`config.mk`:
```
export PLATFORM = sky130hd
export DESIGN_NAME = splitmix64_random_generator_unit
export DESIGN_NICKNAME = d
export VERILOG_FILES = /design/src/rtl/sm64_pkg.sv /design/src/rtl/splitmix64_random_generator_unit.sv /design/src/rtl/sm64_ctrl.sv /design/src/rtl/sm64_dpath.sv
export VERILOG_INCLUDE_DIRS = /design/src /design/src/rtl
export SDC_FILE = /design/constraint.sdc
export NUM_CORES = 2
export LEC_CHECK = 0
export CAP_MARGIN = 30
export CORE_ASPECT_RATIO = 2
export CORE_MARGIN = 1.5
export CORE_UTILIZATION = 45
export CTS_CLUSTER_SIZE = 40
export DETAILED_ROUTE_END_ITERATION = 10
export DONT_BUFFER_PORTS = 1
export PLACE_DENSITY = 0.6
export SYNTH_ARGS = -nofsm -noshare
export SYNTH_HDL_FRONTEND = slang
export SYNTH_SLANG_ARGS = --single-unit
```
`constraint.sdc`:
```
create_clock -name clk_i -period 13.4 [get_ports clk_i]
set_clock_uncertainty 0.05 [all_clocks]
set_input_delay 1.34 -clock clk_i [delete_from_list [all_inputs] [get_ports clk_i]]
set_output_delay 1.34 -clock clk_i [all_outputs]
set_load 0.01 [all_outputs]
```
`src/rtl/splitmix64_random_generator_unit_macros.svh`:
```
// Assertion macros for the SplitMix64 generator.
// Used by the controller; expects clk_i and rst_ni in scope.
`ifndef SPLITMIX64_RANDOM_GENERATOR_UNIT_MACROS_SVH
`define SPLITMIX64_RANDOM_GENERATOR_UNIT_MACROS_SVH

// Property that must hold on every clock edge outside reset.
`define SM64_ASSERT(lbl, prop, msg) \
  lbl: assert property (@(posedge clk_i) disable iff (!rst_ni) (prop)) else $error(msg);

// Antecedent in one cycle implies consequent in the next.
`define SM64_ASSERT_NEXT(lbl, ante, cons, msg) \
  lbl: assert property (@(posedge clk_i) disable iff (!rst_ni) (ante) |=> (cons)) \
    else $error(msg);

`endif

```
`src/rtl/sm64_pkg.sv`:
```
// Shared types and constants of the SplitMix64 generator.
// No dependencies.
package sm64_pkg;

  localparam int unsigned DRAW_W = 64;
  localparam int unsigned FRAC_W = 53;
  localparam int unsigned HALF_W = DRAW_W / 2;
  localparam int unsigned CTR_W  = 6;

  localparam logic [DRAW_W-1:0] GOLDEN_GAMMA = 64'h9E3779B97F4A7C15;
  localparam logic [DRAW_W-1:0] MIX_MUL_A    = 64'hBF58476D1CE4E5B9;
  localparam logic [DRAW_W-1:0] MIX_MUL_B    = 64'h94D049BB133111EB;
  localparam int unsigned SHIFT_A    = 30;
  localparam int unsigned SHIFT_B    = 27;
  localparam int unsigned SHIFT_C    = 31;
  localparam int unsigned FRAC_SHIFT = DRAW_W - FRAC_W;
  localparam logic [16:0] PROB_ONE   = 17'h10000;
  localparam logic [CTR_W-1:0] DIV_LAST = CTR_W'(DRAW_W - 1);
  localparam logic [1:0] MUL_LAST = 2'd2;

  localparam logic [2:0] OP_RAW      = 3'd0;
  localparam logic [2:0] OP_FRACTION = 3'd1;
  localparam logic [2:0] OP_RANGED   = 3'd2;
  localparam logic [2:0] OP_FLAG     = 3'd3;
  localparam logic [2:0] OP_RESEED   = 3'd4;

  typedef struct packed {
    logic [2:0]         op;
    logic signed [31:0] range_low;
    logic signed [31:0] range_high;
    logic [16:0]        probability;
    logic [63:0]        seed_value;
  } in_item_t;

  typedef struct packed {
    logic [63:0]        raw_value;
    logic [52:0]        fraction;
    logic signed [31:0] ranged_value;
    logic               flag;
    logic               drew;
  } out_item_t;

  typedef enum logic [3:0] {
    ST_IDLE,
    ST_DECIDE,
    ST_ADV,
    ST_X30,
    ST_MUL1,
    ST_X27,
    ST_MUL2,
    ST_X31,
    ST_DIV,
    ST_DONE
  } state_e;

  typedef struct packed {
    logic       capture;
    logic       reseed;
    logic       advance;
    logic       xs30;
    logic       mul_en;
    logic       mul_sel_b;
    logic [1:0] mul_phase;
    logic       xs27;
    logic       xs31;
    logic       div_step;
    logic       out_load;
  } cmd_t;

  typedef struct packed {
    logic needs_draw;
    logic is_ranged;
    logic is_reseed;
  } status_t;

endpackage

```
`src/rtl/splitmix64_random_generator_unit.sv`:
```
// SplitMix64 generator, one transaction at a time.
// A draw advances the state and mixes it; a ranged draw adds a 64-step radix-2
// remainder; a reseed or an op without a draw does neither.
// A new transaction is taken once the last result is loaded; the result register frees input.
// Reset clears the generator state to zero and empties the result register.
module splitmix64_random_generator_unit
  import sm64_pkg::*;
(
  input  logic      clk_i,
  input  logic      rst_ni,
  input  logic      in_valid_i,
  output logic      in_ready_o,
  input  in_item_t  in_data_i,
  output logic      out_valid_o,
  input  logic      out_ready_i,
  output out_item_t out_data_o
);

  cmd_t    cmd;
  status_t status;

  sm64_ctrl u_ctrl (
    .clk_i       (clk_i),
    .rst_ni      (rst_ni),
    .in_valid_i  (in_valid_i),
    .in_ready_o  (in_ready_o),
    .out_valid_o (out_valid_o),
    .out_ready_i (out_ready_i),
    .status_i    (status),
    .cmd_o       (cmd)
  );

  sm64_dpath u_dpath (
    .clk_i      (clk_i),
    .rst_ni     (rst_ni),
    .in_data_i  (in_data_i),
    .cmd_i      (cmd),
    .status_o   (status),
    .out_data_o (out_data_o)
  );

endmodule

```
`src/rtl/sm64_ctrl.sv`:
```
// Sequencing state machine of the SplitMix64 generator.
// Depends on sm64_pkg and the assertion macro header.
`include "splitmix64_random_generator_unit_macros.svh"

module sm64_ctrl
  import sm64_pkg::*;
(
  input  logic    clk_i,
  input  logic    rst_ni,
  input  logic    in_valid_i,
  output logic    in_ready_o,
  output logic    out_valid_o,
  input  logic    out_ready_i,
  input  status_t status_i,
  output cmd_t    cmd_o
);

  state_e           state_q, state_d;
  logic [CTR_W-1:0] ctr_q, ctr_d;
  logic             out_valid_q, out_valid_d;
  logic             slot_free;

  assign slot_free = !out_valid_q || out_ready_i;

  always_comb begin
    state_d = state_q;
    ctr_d   = ctr_q;
    case (state_q)
      ST_IDLE: begin
        if (in_valid_i) state_d = ST_DECIDE;
      end
      ST_DECIDE: begin
        if (status_i.is_reseed) state_d = ST_DONE;
        else if (status_i.needs_draw) state_d = ST_ADV;
        else state_d = ST_DONE;
      end
      ST_ADV: state_d = ST_X30;
      ST_X30: begin
        state_d = ST_MUL1;
        ctr_d   = '0;
      end
      ST_MUL1: begin
        ctr_d = ctr_q + 1'b1;
        if (ctr_q[1:0] == MUL_LAST) state_d = ST_X27;
      end
      ST_X27: begin
        state_d = ST_MUL2;
        ctr_d   = '0;
      end
      ST_MUL2: begin
        ctr_d = ctr_q + 1'b1;
        if (ctr_q[1:0] == MUL_LAST) state_d = ST_X31;
      end
      ST_X31: begin
        ctr_d   = '0;
        state_d = status_i.is_ranged ? ST_DIV : ST_DONE;
      end
      ST_DIV: begin
        ctr_d = ctr_q + 1'b1;
        if (ctr_q == DIV_LAST) state_d = ST_DONE;
      end
      ST_DONE: begin
        if (slot_free) state_d = ST_IDLE;
      end
      default: state_d = ST_IDLE;
    endcase
  end

  always_comb begin
    cmd_o      = '0;
    in_ready_o = 1'b0;
    case (state_q)
      ST_IDLE: begin
        in_ready_o    = 1'b1;
        cmd_o.capture = in_valid_i;
      end
      ST_DECIDE: cmd_o.reseed = status_i.is_reseed;
      ST_ADV:    cmd_o.advance = 1'b1;
      ST_X30:    cmd_o.xs30 = 1'b1;
      ST_MUL1: begin
        cmd_o.mul_en    = 1'b1;
        cmd_o.mul_phase = ctr_q[1:0];
      end
      ST_X27: cmd_o.xs27 = 1'b1;
      ST_MUL2: begin
        cmd_o.mul_en    = 1'b1;
        cmd_o.mul_sel_b = 1'b1;
        cmd_o.mul_phase = ctr_q[1:0];
      end
      ST_X31:  cmd_o.xs31 = 1'b1;
      ST_DIV:  cmd_o.div_step = 1'b1;
      ST_DONE: cmd_o.out_load = slot_free;
      default: cmd_o = '0;
    endcase
  end

  always_comb begin
    out_valid_d = out_valid_q;
    if (out_ready_i) out_valid_d = 1'b0;
    if (cmd_o.out_load) out_valid_d = 1'b1;
  end

  always_ff @(posedge clk_i or negedge rst_ni) begin
    if (!rst_ni) begin
      state_q     <= ST_IDLE;
      ctr_q       <= '0;
      out_valid_q <= 1'b0;
    end else begin
      state_q     <= state_d;
      ctr_q       <= ctr_d;
      out_valid_q <= out_valid_d;
    end
  end

  assign out_valid_o = out_valid_q;

  `SM64_ASSERT_NEXT(a_accept_decides, in_valid_i && in_ready_o, state_q == ST_DECIDE, "accept did not start decode")
  `SM64_ASSERT(a_load_slot_free, !cmd_o.out_load || !out_valid_q || out_ready_i, "result overwritten")
  `SM64_ASSERT(a_mul_phase_range, !cmd_o.mul_en || cmd_o.mul_phase != 2'd3, "bad multiply phase")
  `SM64_ASSERT_NEXT(a_div_ends, state_q == ST_DIV && ctr_q == DIV_LAST, state_q == ST_DONE, "divider overran")

endmodule

```
`src/rtl/sm64_dpath.sv`:
```
// Datapath of the SplitMix64 generator: state, mixer, shared multiplier, divider.
// Depends on sm64_pkg.
module sm64_dpath
  import sm64_pkg::*;
(
  input  logic      clk_i,
  input  logic      rst_ni,
  input  in_item_t  in_data_i,
  input  cmd_t      cmd_i,
  output status_t   status_o,
  output out_item_t out_data_o
);

  in_item_t            item_q;
  logic [DRAW_W-1:0]   gen_q, gen_d;
  logic [DRAW_W-1:0]   z_q, z_d;
  logic [DRAW_W-1:0]   acc_q, acc_d;
  logic [DRAW_W-1:0]   dvd_q, dvd_d;
  logic [32:0]         rem_q, rem_d;
  out_item_t           out_q, out_d;

  logic [HALF_W-1:0]   mul_a, mul_b;
  logic [DRAW_W-1:0]   mul_c, prod;
  logic [DRAW_W-1:0]   gen_next;
  logic [32:0]         span;
  logic [33:0]         rem_sh;
  logic                lo_lt_hi, prob_mid, flag_cmp;

  // status decode from the captured transaction
  assign lo_lt_hi = item_q.range_low < item_q.range_high;
  assign prob_mid = (item_q.probability != '0) && (item_q.probability < PROB_ONE);
  assign status_o.is_reseed  = item_q.op == OP_RESEED;
  assign status_o.is_ranged  = (item_q.op == OP_RANGED) && lo_lt_hi;
  assign status_o.needs_draw = (item_q.op == OP_RAW) || (item_q.op == OP_FRACTION) ||
                               status_o.is_ranged || ((item_q.op == OP_FLAG) && prob_mid);

  assign span = {item_q.range_high[31], item_q.range_high}
              - {item_q.range_low[31], item_q.range_low} + 33'd1;

  assign gen_next = gen_q + GOLDEN_GAMMA;

  // 64x64 low product from three 32x32 partial products
  assign mul_c = cmd_i.mul_sel_b ? MIX_MUL_B : MIX_MUL_A;
  assign mul_a = (cmd_i.mul_phase == MUL_LAST) ? z_q[DRAW_W-1:HALF_W] : z_q[HALF_W-1:0];
  assign mul_b = (cmd_i.mul_phase == 2'd1) ? mul_c[DRAW_W-1:HALF_W] : mul_c[HALF_W-1:0];
  assign prod  = {{HALF_W{1'b0}}, mul_a} * {{HALF_W{1'b0}}, mul_b};

  always_comb begin
    acc_d = acc_q;
    if (cmd_i.mul_en) begin
      case (cmd_i.mul_phase)
        2'd0:    acc_d = prod;
        default: acc_d = acc_q + {prod[HALF_W-1:0], {HALF_W{1'b0}}};
      endcase
    end
  end

  assign rem_sh = {rem_q, dvd_q[DRAW_W-1]};

  always_comb begin
    gen_d = gen_q;
    z_d   = z_q;
    dvd_d = dvd_q;
    rem_d = rem_q;
    if (cmd_i.reseed)  gen_d = item_q.seed_value;
    if (cmd_i.advance) begin
      gen_d = gen_next;
      z_d   = gen_next;
    end
    if (cmd_i.xs30) z_d = z_q ^ (z_q >> SHIFT_A);
    if (cmd_i.xs27) z_d = acc_q ^ (acc_q >> SHIFT_B);
    if (cmd_i.xs31) begin
      z_d   = acc_q ^ (acc_q >> SHIFT_C);
      dvd_d = z_d;
      rem_d = '0;
    end
    if (cmd_i.div_step) begin
      dvd_d = {dvd_q[DRAW_W-2:0], 1'b0};
      if (rem_sh >= {1'b0, span}) rem_d = 33'(rem_sh - {1'b0, span});
      else rem_d = rem_sh[32:0];
    end
  end

  assign flag_cmp = z_q[DRAW_W-1:FRAC_SHIFT] < {item_q.probability[15:0], 37'd0};

  always_comb begin
    out_d      = '0;
    out_d.drew = status_o.needs_draw;
    if (status_o.needs_draw) begin
      out_d.raw_value = z_q;
      out_d.fraction  = z_q[DRAW_W-1:FRAC_SHIFT];
    end
    if (item_q.op == OP_RANGED) begin
      out_d.ranged_value = lo_lt_hi ? item_q.range_low + $signed(rem_q[31:0])
                                    : item_q.range_low;
    end
    if (item_q.op == OP_FLAG) begin
      out_d.flag = prob_mid ? flag_cmp : (item_q.probability != '0);
    end
  end

  always_ff @(posedge clk_i or negedge rst_ni) begin
    if (!rst_ni) begin
      gen_q <= '0;
    end else begin
      gen_q <= gen_d;
    end
  end

  always_ff @(posedge clk_i) begin
    if (cmd_i.capture)  item_q <= in_data_i;
    if (cmd_i.out_load) out_q  <= out_d;
    z_q   <= z_d;
    acc_q <= acc_d;
    dvd_q <= dvd_d;
    rem_q <= rem_d;
  end

  assign out_data_o = out_q;

endmodule

```
# Word level (Yosys, flattened, before mapping)
# Cells that the tools add are included.
[op_classes] eq_ne=22 n_lt_le_gt_ge=4 mux=41 addsub=7 n_bitwise=3 reduce_logical=21 multipliers=1
[ops] operator="$mux W64" count=9
[ops] operator="$mux W33" count=3
[ops] operator="$mux W32" count=3
[ops] operator="$add A64 B64 Y64" count=1
[ops] operator="$add A64 B64 Y64 const B" count=1
[ops] operator="$mul A32 B32 Y64" count=1
[ops] operator="$xor A64 B33 Y64" count=1
[ops] operator="$xor A64 B34 Y64" count=1
[ops] operator="$xor A64 B37 Y64" count=1
[ops] operator="$mux W62" count=1
[ops] operator="$lt A53 B53 Y1" count=1
[ops] operator="$pmux W4 S10" count=1
[ops] operator="$ge A34 B33 Y1" count=1
[ops] operator="$add A33 B1 Y33 const B" count=1
[ops] operator="$sub A32 B32 Y33" count=1
[ops] operator="$sub A33 B33 Y33" count=1
[ops] operator="$add A32 B32 Y32" count=1
[ops] operator="$lt A32 B32 Y1" count=1
[ops] operator="$mux W4" count=7
[ops] operator="$lt A17 B17 Y1 const B" count=1
[ops] operator="$reduce_bool A17 Y1" count=1
[ops] operator="$eq A4 B3 Y1 const B" count=4
[ops] operator="$mux W1" count=15
[ops] operator="$pmux W6 S2" count=1
[ops] operator="other kinds (24)" count=40
[word_totals] word_cells=118 register_bits=599 inputBits=152 out_inout_bits=153

# Longest topological paths before layout
[depth] depth_word=8 ltp_mapped=42 ltp_nobuf=39

# By module
# From an unflattened synthesis, not the netlist that was laid out.
[hier_totals] hier_cells=6162 area_unflattened_um2=61844.3
[by_module_without_submodules] module="sm64_dpath" area_per_inst_um2=60937.2 n_inst=1 seq_area_each_um2=15735.1 cells_each=6044
[by_module_without_submodules] module="sm64_ctrl" area_per_inst_um2=907.1 n_inst=1 seq_area_each_um2=275.3 cells_each=118

# Least setup slack after synthesis
# OpenSTA, ideal clock, no wires.
[synth_timing] kind="flip-flop to flip-flop" startpoint="reg u_ctrl.state_q[3]" endpoint="reg u_dpath.acc_q[61], data pin" path_stages_with_launch=33 path_buffers=2 t_arrival_ps=11124 synth_period_minus_slack_ps=11434 slack_ps=1966 path_cell_list="dfrtp_1 -> nand2b_1 -> nor2_1 -> nand3_1 -> buf_1 -> buf_1 -> mux2_2 -> clkinv_1 -> nor2_1 -> fa_1 -> fa_1 -> fa_1 -> inv_1 -> fa_1 -> inv_1 -> fa_1 -> fa_1 -> fa_1 -> fa_1 -> ha_1 -> and3_1 -> nand2_1 -> or4_1 -> a311oi_1 -> nor2_1 -> xnor2_1 -> ha_1 -> a21oi_1 -> nand2_1 -> o41ai_1 -> xor2_1 -> o21ai_1 -> a311o_1"
[synth_between] elab_chain_cells=8 elab_cells_between_ends=14 cone_classes="1 x add/sub; 1 x mul; 4 x eq/ne; 6 x mux; 2 x reduce/logical"
[synth_lines] item="start: declaration" line="sm64_ctrl.sv:18" rtl="state_e state_q, state_d;"
[synth_lines] item="start signal: assignment" line="sm64_ctrl.sv:109" rtl="state_q <= state_d;"
[synth_lines] item="$eq A4 B3 Y1" line="sm64_ctrl.sv:72" rtl="case (state_q)"
[synth_lines] item="$reduce_or A2 Y1 (no source line)"
[synth_lines] item="$mux W2" line="sm64_ctrl.sv:72"
[synth_lines] item="$eq A2 B2 Y1 or $eq A2 B1 Y1 (tied branches)" line="sm64_dpath.sv:44, sm64_dpath.sv:45"
[synth_lines] item="$mux W32, on equally long branches" line="sm64_dpath.sv:44, sm64_dpath.sv:45"
[synth_lines] item="$mul A32 B32 Y64" line="sm64_dpath.sv:46" rtl="assign prod = {{HALF_W{1'b0}}, mul_a} * {{HALF_W{1'b0}}, mul_b};"
[synth_lines] item="$add A64 B64 Y64" line="sm64_dpath.sv:53" rtl="default: acc_d = acc_q + {prod[HALF_W-1:0], {HALF_W{1'b0}}};"
[synth_lines] item="$mux W64 (*)" line="sm64_dpath.sv:51" rtl="case (cmd_i.mul_phase)"
[synth_lines] item="end signal: assignment" line="sm64_dpath.sv:114" rtl="acc_q <= acc_d;"
[synth_lines] item="end: declaration" line="sm64_dpath.sv:17" rtl="logic [DRAW_W-1:0] acc_q, acc_d;"
# Mark *: on every way between the ends. The rest lies on a longest branch, timed or not.
# A chain may end at the register's enable or synchronous reset.

# Final worst setup path
# Ends and elaborated chain as after synthesis.

==> summary.md <==
| Metric | Value |
|---|---|
| Filler cell count | 12739 |
| Clk network pwr share | 0.435 |
| Post-synthesis sequential area ratio | 0.262 |
| DP Wirelength | roughly 210000 um |
| Worst Tran Pin Value | 1.12 ns |
| Type of the tightest min-delay check | input pin to asynchronous set/reset pin |
| R2r setup slk | ~1.2 ns |
| Synth Warn # | 0 |
| Ratio of cells with drive above 1 in the final layout | 0.0448 |
| Logic pwr share | 0 |
| P_sw | between 0.0006 and 0.0007 W |
| Syn Area/Cell | between 10 and 15 um2 |
| Mapped cell area | between 60000 and 70000 um2 |
| Int Power | 0.00255 W |
| Max stage delay on crit path | 0.90 ns |
| Max VDD drop | 94.1 uV |
| Worst Setup End Kind | flip-flop |
| Setup ws final | 1.23 ns |
| FF-to-FF Start | u_ctrl.state_q[3] |
| Post-Synthesis Cells | 6005 |
| Sw Share | 0.211 |
| GPL Wtd Cong | around 1.1 |
| Area Growth Syn to Fin | 5.80% |
| Fmax | roughly 0.08 GHz |
| WL final | about 260000 um |
| CTS tree | yes |
| Vias in the first global route | between 40000 and 50000 |
| Initial Utilization | 0.452 |
| Largest net degree at the start of global routing | 79 |
| Unique masters post-synth | 85 |
| # port buffers | 0 |
| R2R Path End | u_dpath.acc_q[61] |
| Routed wire per std cell | between 30 and 40 um |
| Rel. slew slack | 0.250 |
| Number of max-cap violations | 0 |
| Initial antenna violation count | 23 |
| Critical Path Fanout Max | 24 |
| Post-synth EDFFs | between 400 and 500 |
| # setup viols final | 0 |
| Clk pin slew, worst setup/hold paths | 0.08 ns |
| DP Worst Slack | 1.34 ns |
| Clk sinks | between 500 and 600 |
| I/O pins | around 310 |
| Grt total ovfl | 0 |
| Hold slack | about 0.35 ns |
| Synth Register Bits | 546 |
| Tmin final | roughly 12 ns |
| P_leak | slightly above 30 nW |
| Final net count | between 7000 and 8000 |
| Sequential share of power | 0.565 |
| TritonCTS buffer count | 45 |
| PD cells | approximately 50 nW/um2 |
| Core area | about 140000 um2 |
| Setup Buffers After CTS | 0 |
| Worst EP required | roughly 14 ns |
| Arr. time, crit path | between 10 and 15 ns |
| H-tree depth | 2 |
| Die area | 138000 um2 |
| First-pass GRT wire length | 357000 um |
| Top cell by count, worst path | fa_1 |
| Commonest non-fill, non-tap cell in the layout | inv_1 |
| Clock Tree Buf Depth | 3 |
| FF-to-FF path depth | 29 |
| Synth Net Count | approximately 7500 |
| Unrepaired setup endpoints after global routing | no |
| Chip width | between 200 and 300 um |
| Fraction of registers with async set/reset | 0.137 |
| Via count | around 45000 |
| Root Buffer | clkbuf_16 |
| Cts hold-fix bufs | 0 |
| Die Span Y | 524 um |
| Setup TNS | 0 ns |
| Period utilisation layout | 0.909 |
| Max-slew violations | 0 |
| Remaining DRCs | 0 |
| Initial DRT Pass Iterations | 8 |
| Main synth FF type | edfxtp_1 |
| CP Launch Type | flip-flop |
| Status | finished, final reports clean |
| Post-route ant nets | 0 |
| Slowest CP cell | ha_2 |
| Drt via density | a little under 6 |
| Post-cts gate resize count | 0 |
| Final hold violations | 0 |
| Iter 0 DRT Violations | between 3000 and 4000 |
| Clk_lat worst skew | 0.63 ns |
| Cell row count | 191 |
| Total global-route track usage | 0.371 |
| Crit Path Class | flip-flop to flip-flop |
| Most frequent cells in the layout | inv_1, fa_1, ha_1, edfxtp_1, nor2_1 |
power groups by stage:
stage / sequential (W) / combinational [W] / clock [W]
5_1_grt: 0.00183 / 0.0000000733 / 0.00146
6_report: 0.00183 / 0.0000000733 / 0.00141
3_5_place_dp: 0.00186 / 0.0000000733 / 0
4_1_cts: 0.00183 / 0.0000000733 / 0.00143
2_1_floorplan: 0.00186 / 0.0000000724 / 0
3_3_place_gp: 0.00186 / 0.0000000733 / 0
how the worst max path moves through the flow:
| stage | startpoint | end | slack [ns] |
|---|---|---|---|
| 2_1_floorplan | u_ctrl.state_q[3] | u_dpath.acc_q[61] | 1.97 |
| 3_3_place_gp | u_ctrl.state_q[3] | u_dpath.acc_q[63] | 1.05 |
| 3_5_place_dp | u_ctrl.state_q[3] | u_dpath.acc_q[61] | 1.34 |
| 4_1_cts | u_ctrl.state_q[3] | u_dpath.acc_q[61] | 1.30 |
| 5_1_grt | u_ctrl.state_q[2] | u_dpath.acc_q[63] | 0.83 |
| 6_report | u_ctrl.state_q[3] | u_dpath.acc_q[61] | 1.23 |
per-layer routing:
layer / track usage / routed length, um
met2: 0.678 / 134000
met3: 0.0689 / 14200
met5: 0 / 75
met1: 0.311 / 71700
met4: 0.426 / 35900
sequential cells by signal (all words and copies together) (netlist names):
signal              count
u_dpath.item_q        148
u_ctrl.state_q          4
u_dpath.gen_q          64
u_dpath.dvd_q          64
u_ctrl.out_valid_o      1
u_dpath.acc_q          64
u_dpath.out_data_o     98
u_dpath.z_q            64
u_ctrl.ctr_q            6
u_dpath.rem_q          33
metrics by stage:
stage | instance area [um2] | power (W) | utilization | instances
after global routing | 64700 | 0.00329 | 0.478 | 7683
final | 64700 | 0.00324 | 0.478 | 7695
after floorplan | 61200 | 0.00186 | - | 6005
after CTS | 64600 | 0.00326 | 0.478 | 7672
after global placement | 63100 | 0.00186 | 0.466 | 7584
after detailed placement | 63100 | 0.00186 | 0.467 | 7589
worst max-delay path, delay by kind of cell (launching register included):
kind	cells	cell delay, ns
AOI/OAI and AO/OA	4	1.57
xor gates and xnor gates	2	0.55
adders and majority gates	11	5.57
buffers and inverters	3	0.37
DFF	1	0.55
and+or+nand+nor	9	3.21
synthesized netlist by cell type, drive strengths merged, types with 18 or more instances:
cell type,count,share of area
inv,1041,0.064
fa,827,0.27
ha,547,0.11
edfxtp,470,0.23
nor2,398,0.024
nand2,381,0.023
a21oi,296,0.024
xnor2,221,0.032
o21ai,212,0.017
and2,190,0.019
clkbuf,183,0.011
a21o,143,0.018
xor2,115,0.016
dfrtp,75,0.031
buf,73,0.0078
nand2b,66,0.0067
nor2b,61,0.0062
nand3,60,0.0049
nor3,59,0.0048
a211oi,48,0.0059
o22ai,46,0.0047
nand4,44,0.0045
and3,35,0.0036
o21bai,32,0.0039
a22o,31,0.0044
a221o,30,0.0049
mux2i,24,0.0039
a31oi,23,0.0028
or2,23,0.0024
nor4,21,0.0024
or3,19,0.0019
a222oi,18,0.0029
cells by family (layout without fill, tap and decap cells):
logic type	Yosys count	in the layout	synth area share
muxes	40	40	0.00687
and+or+nand+nor	1391	1391	0.109
xor gates and xnor gates	336	336	0.0481
adders and majority gates	1374	1374	0.383
DFF	546	546	0.262
AOI/OAI and AO/OA	1015	1015	0.108
other	0	17	0
buffers and inverters	1303	1239	0.0833
layout make-up:
type	instances	area, um2	area share
Multi-Input combinational cell	4156	40200	0.621
Sequential cell	546	16000	0.247
Inverter	1047	3930	0.0607
Tap cell	1737	2170	0.0336
Clock buffer	68	1280	0.0198
Timing Repair Buffer	109	891	0.0138
Clock inverter	15	176	0.00273
Antenna cell	17	42.5	0.000657
Note: power is estimated with default switching activity, not from simulation.
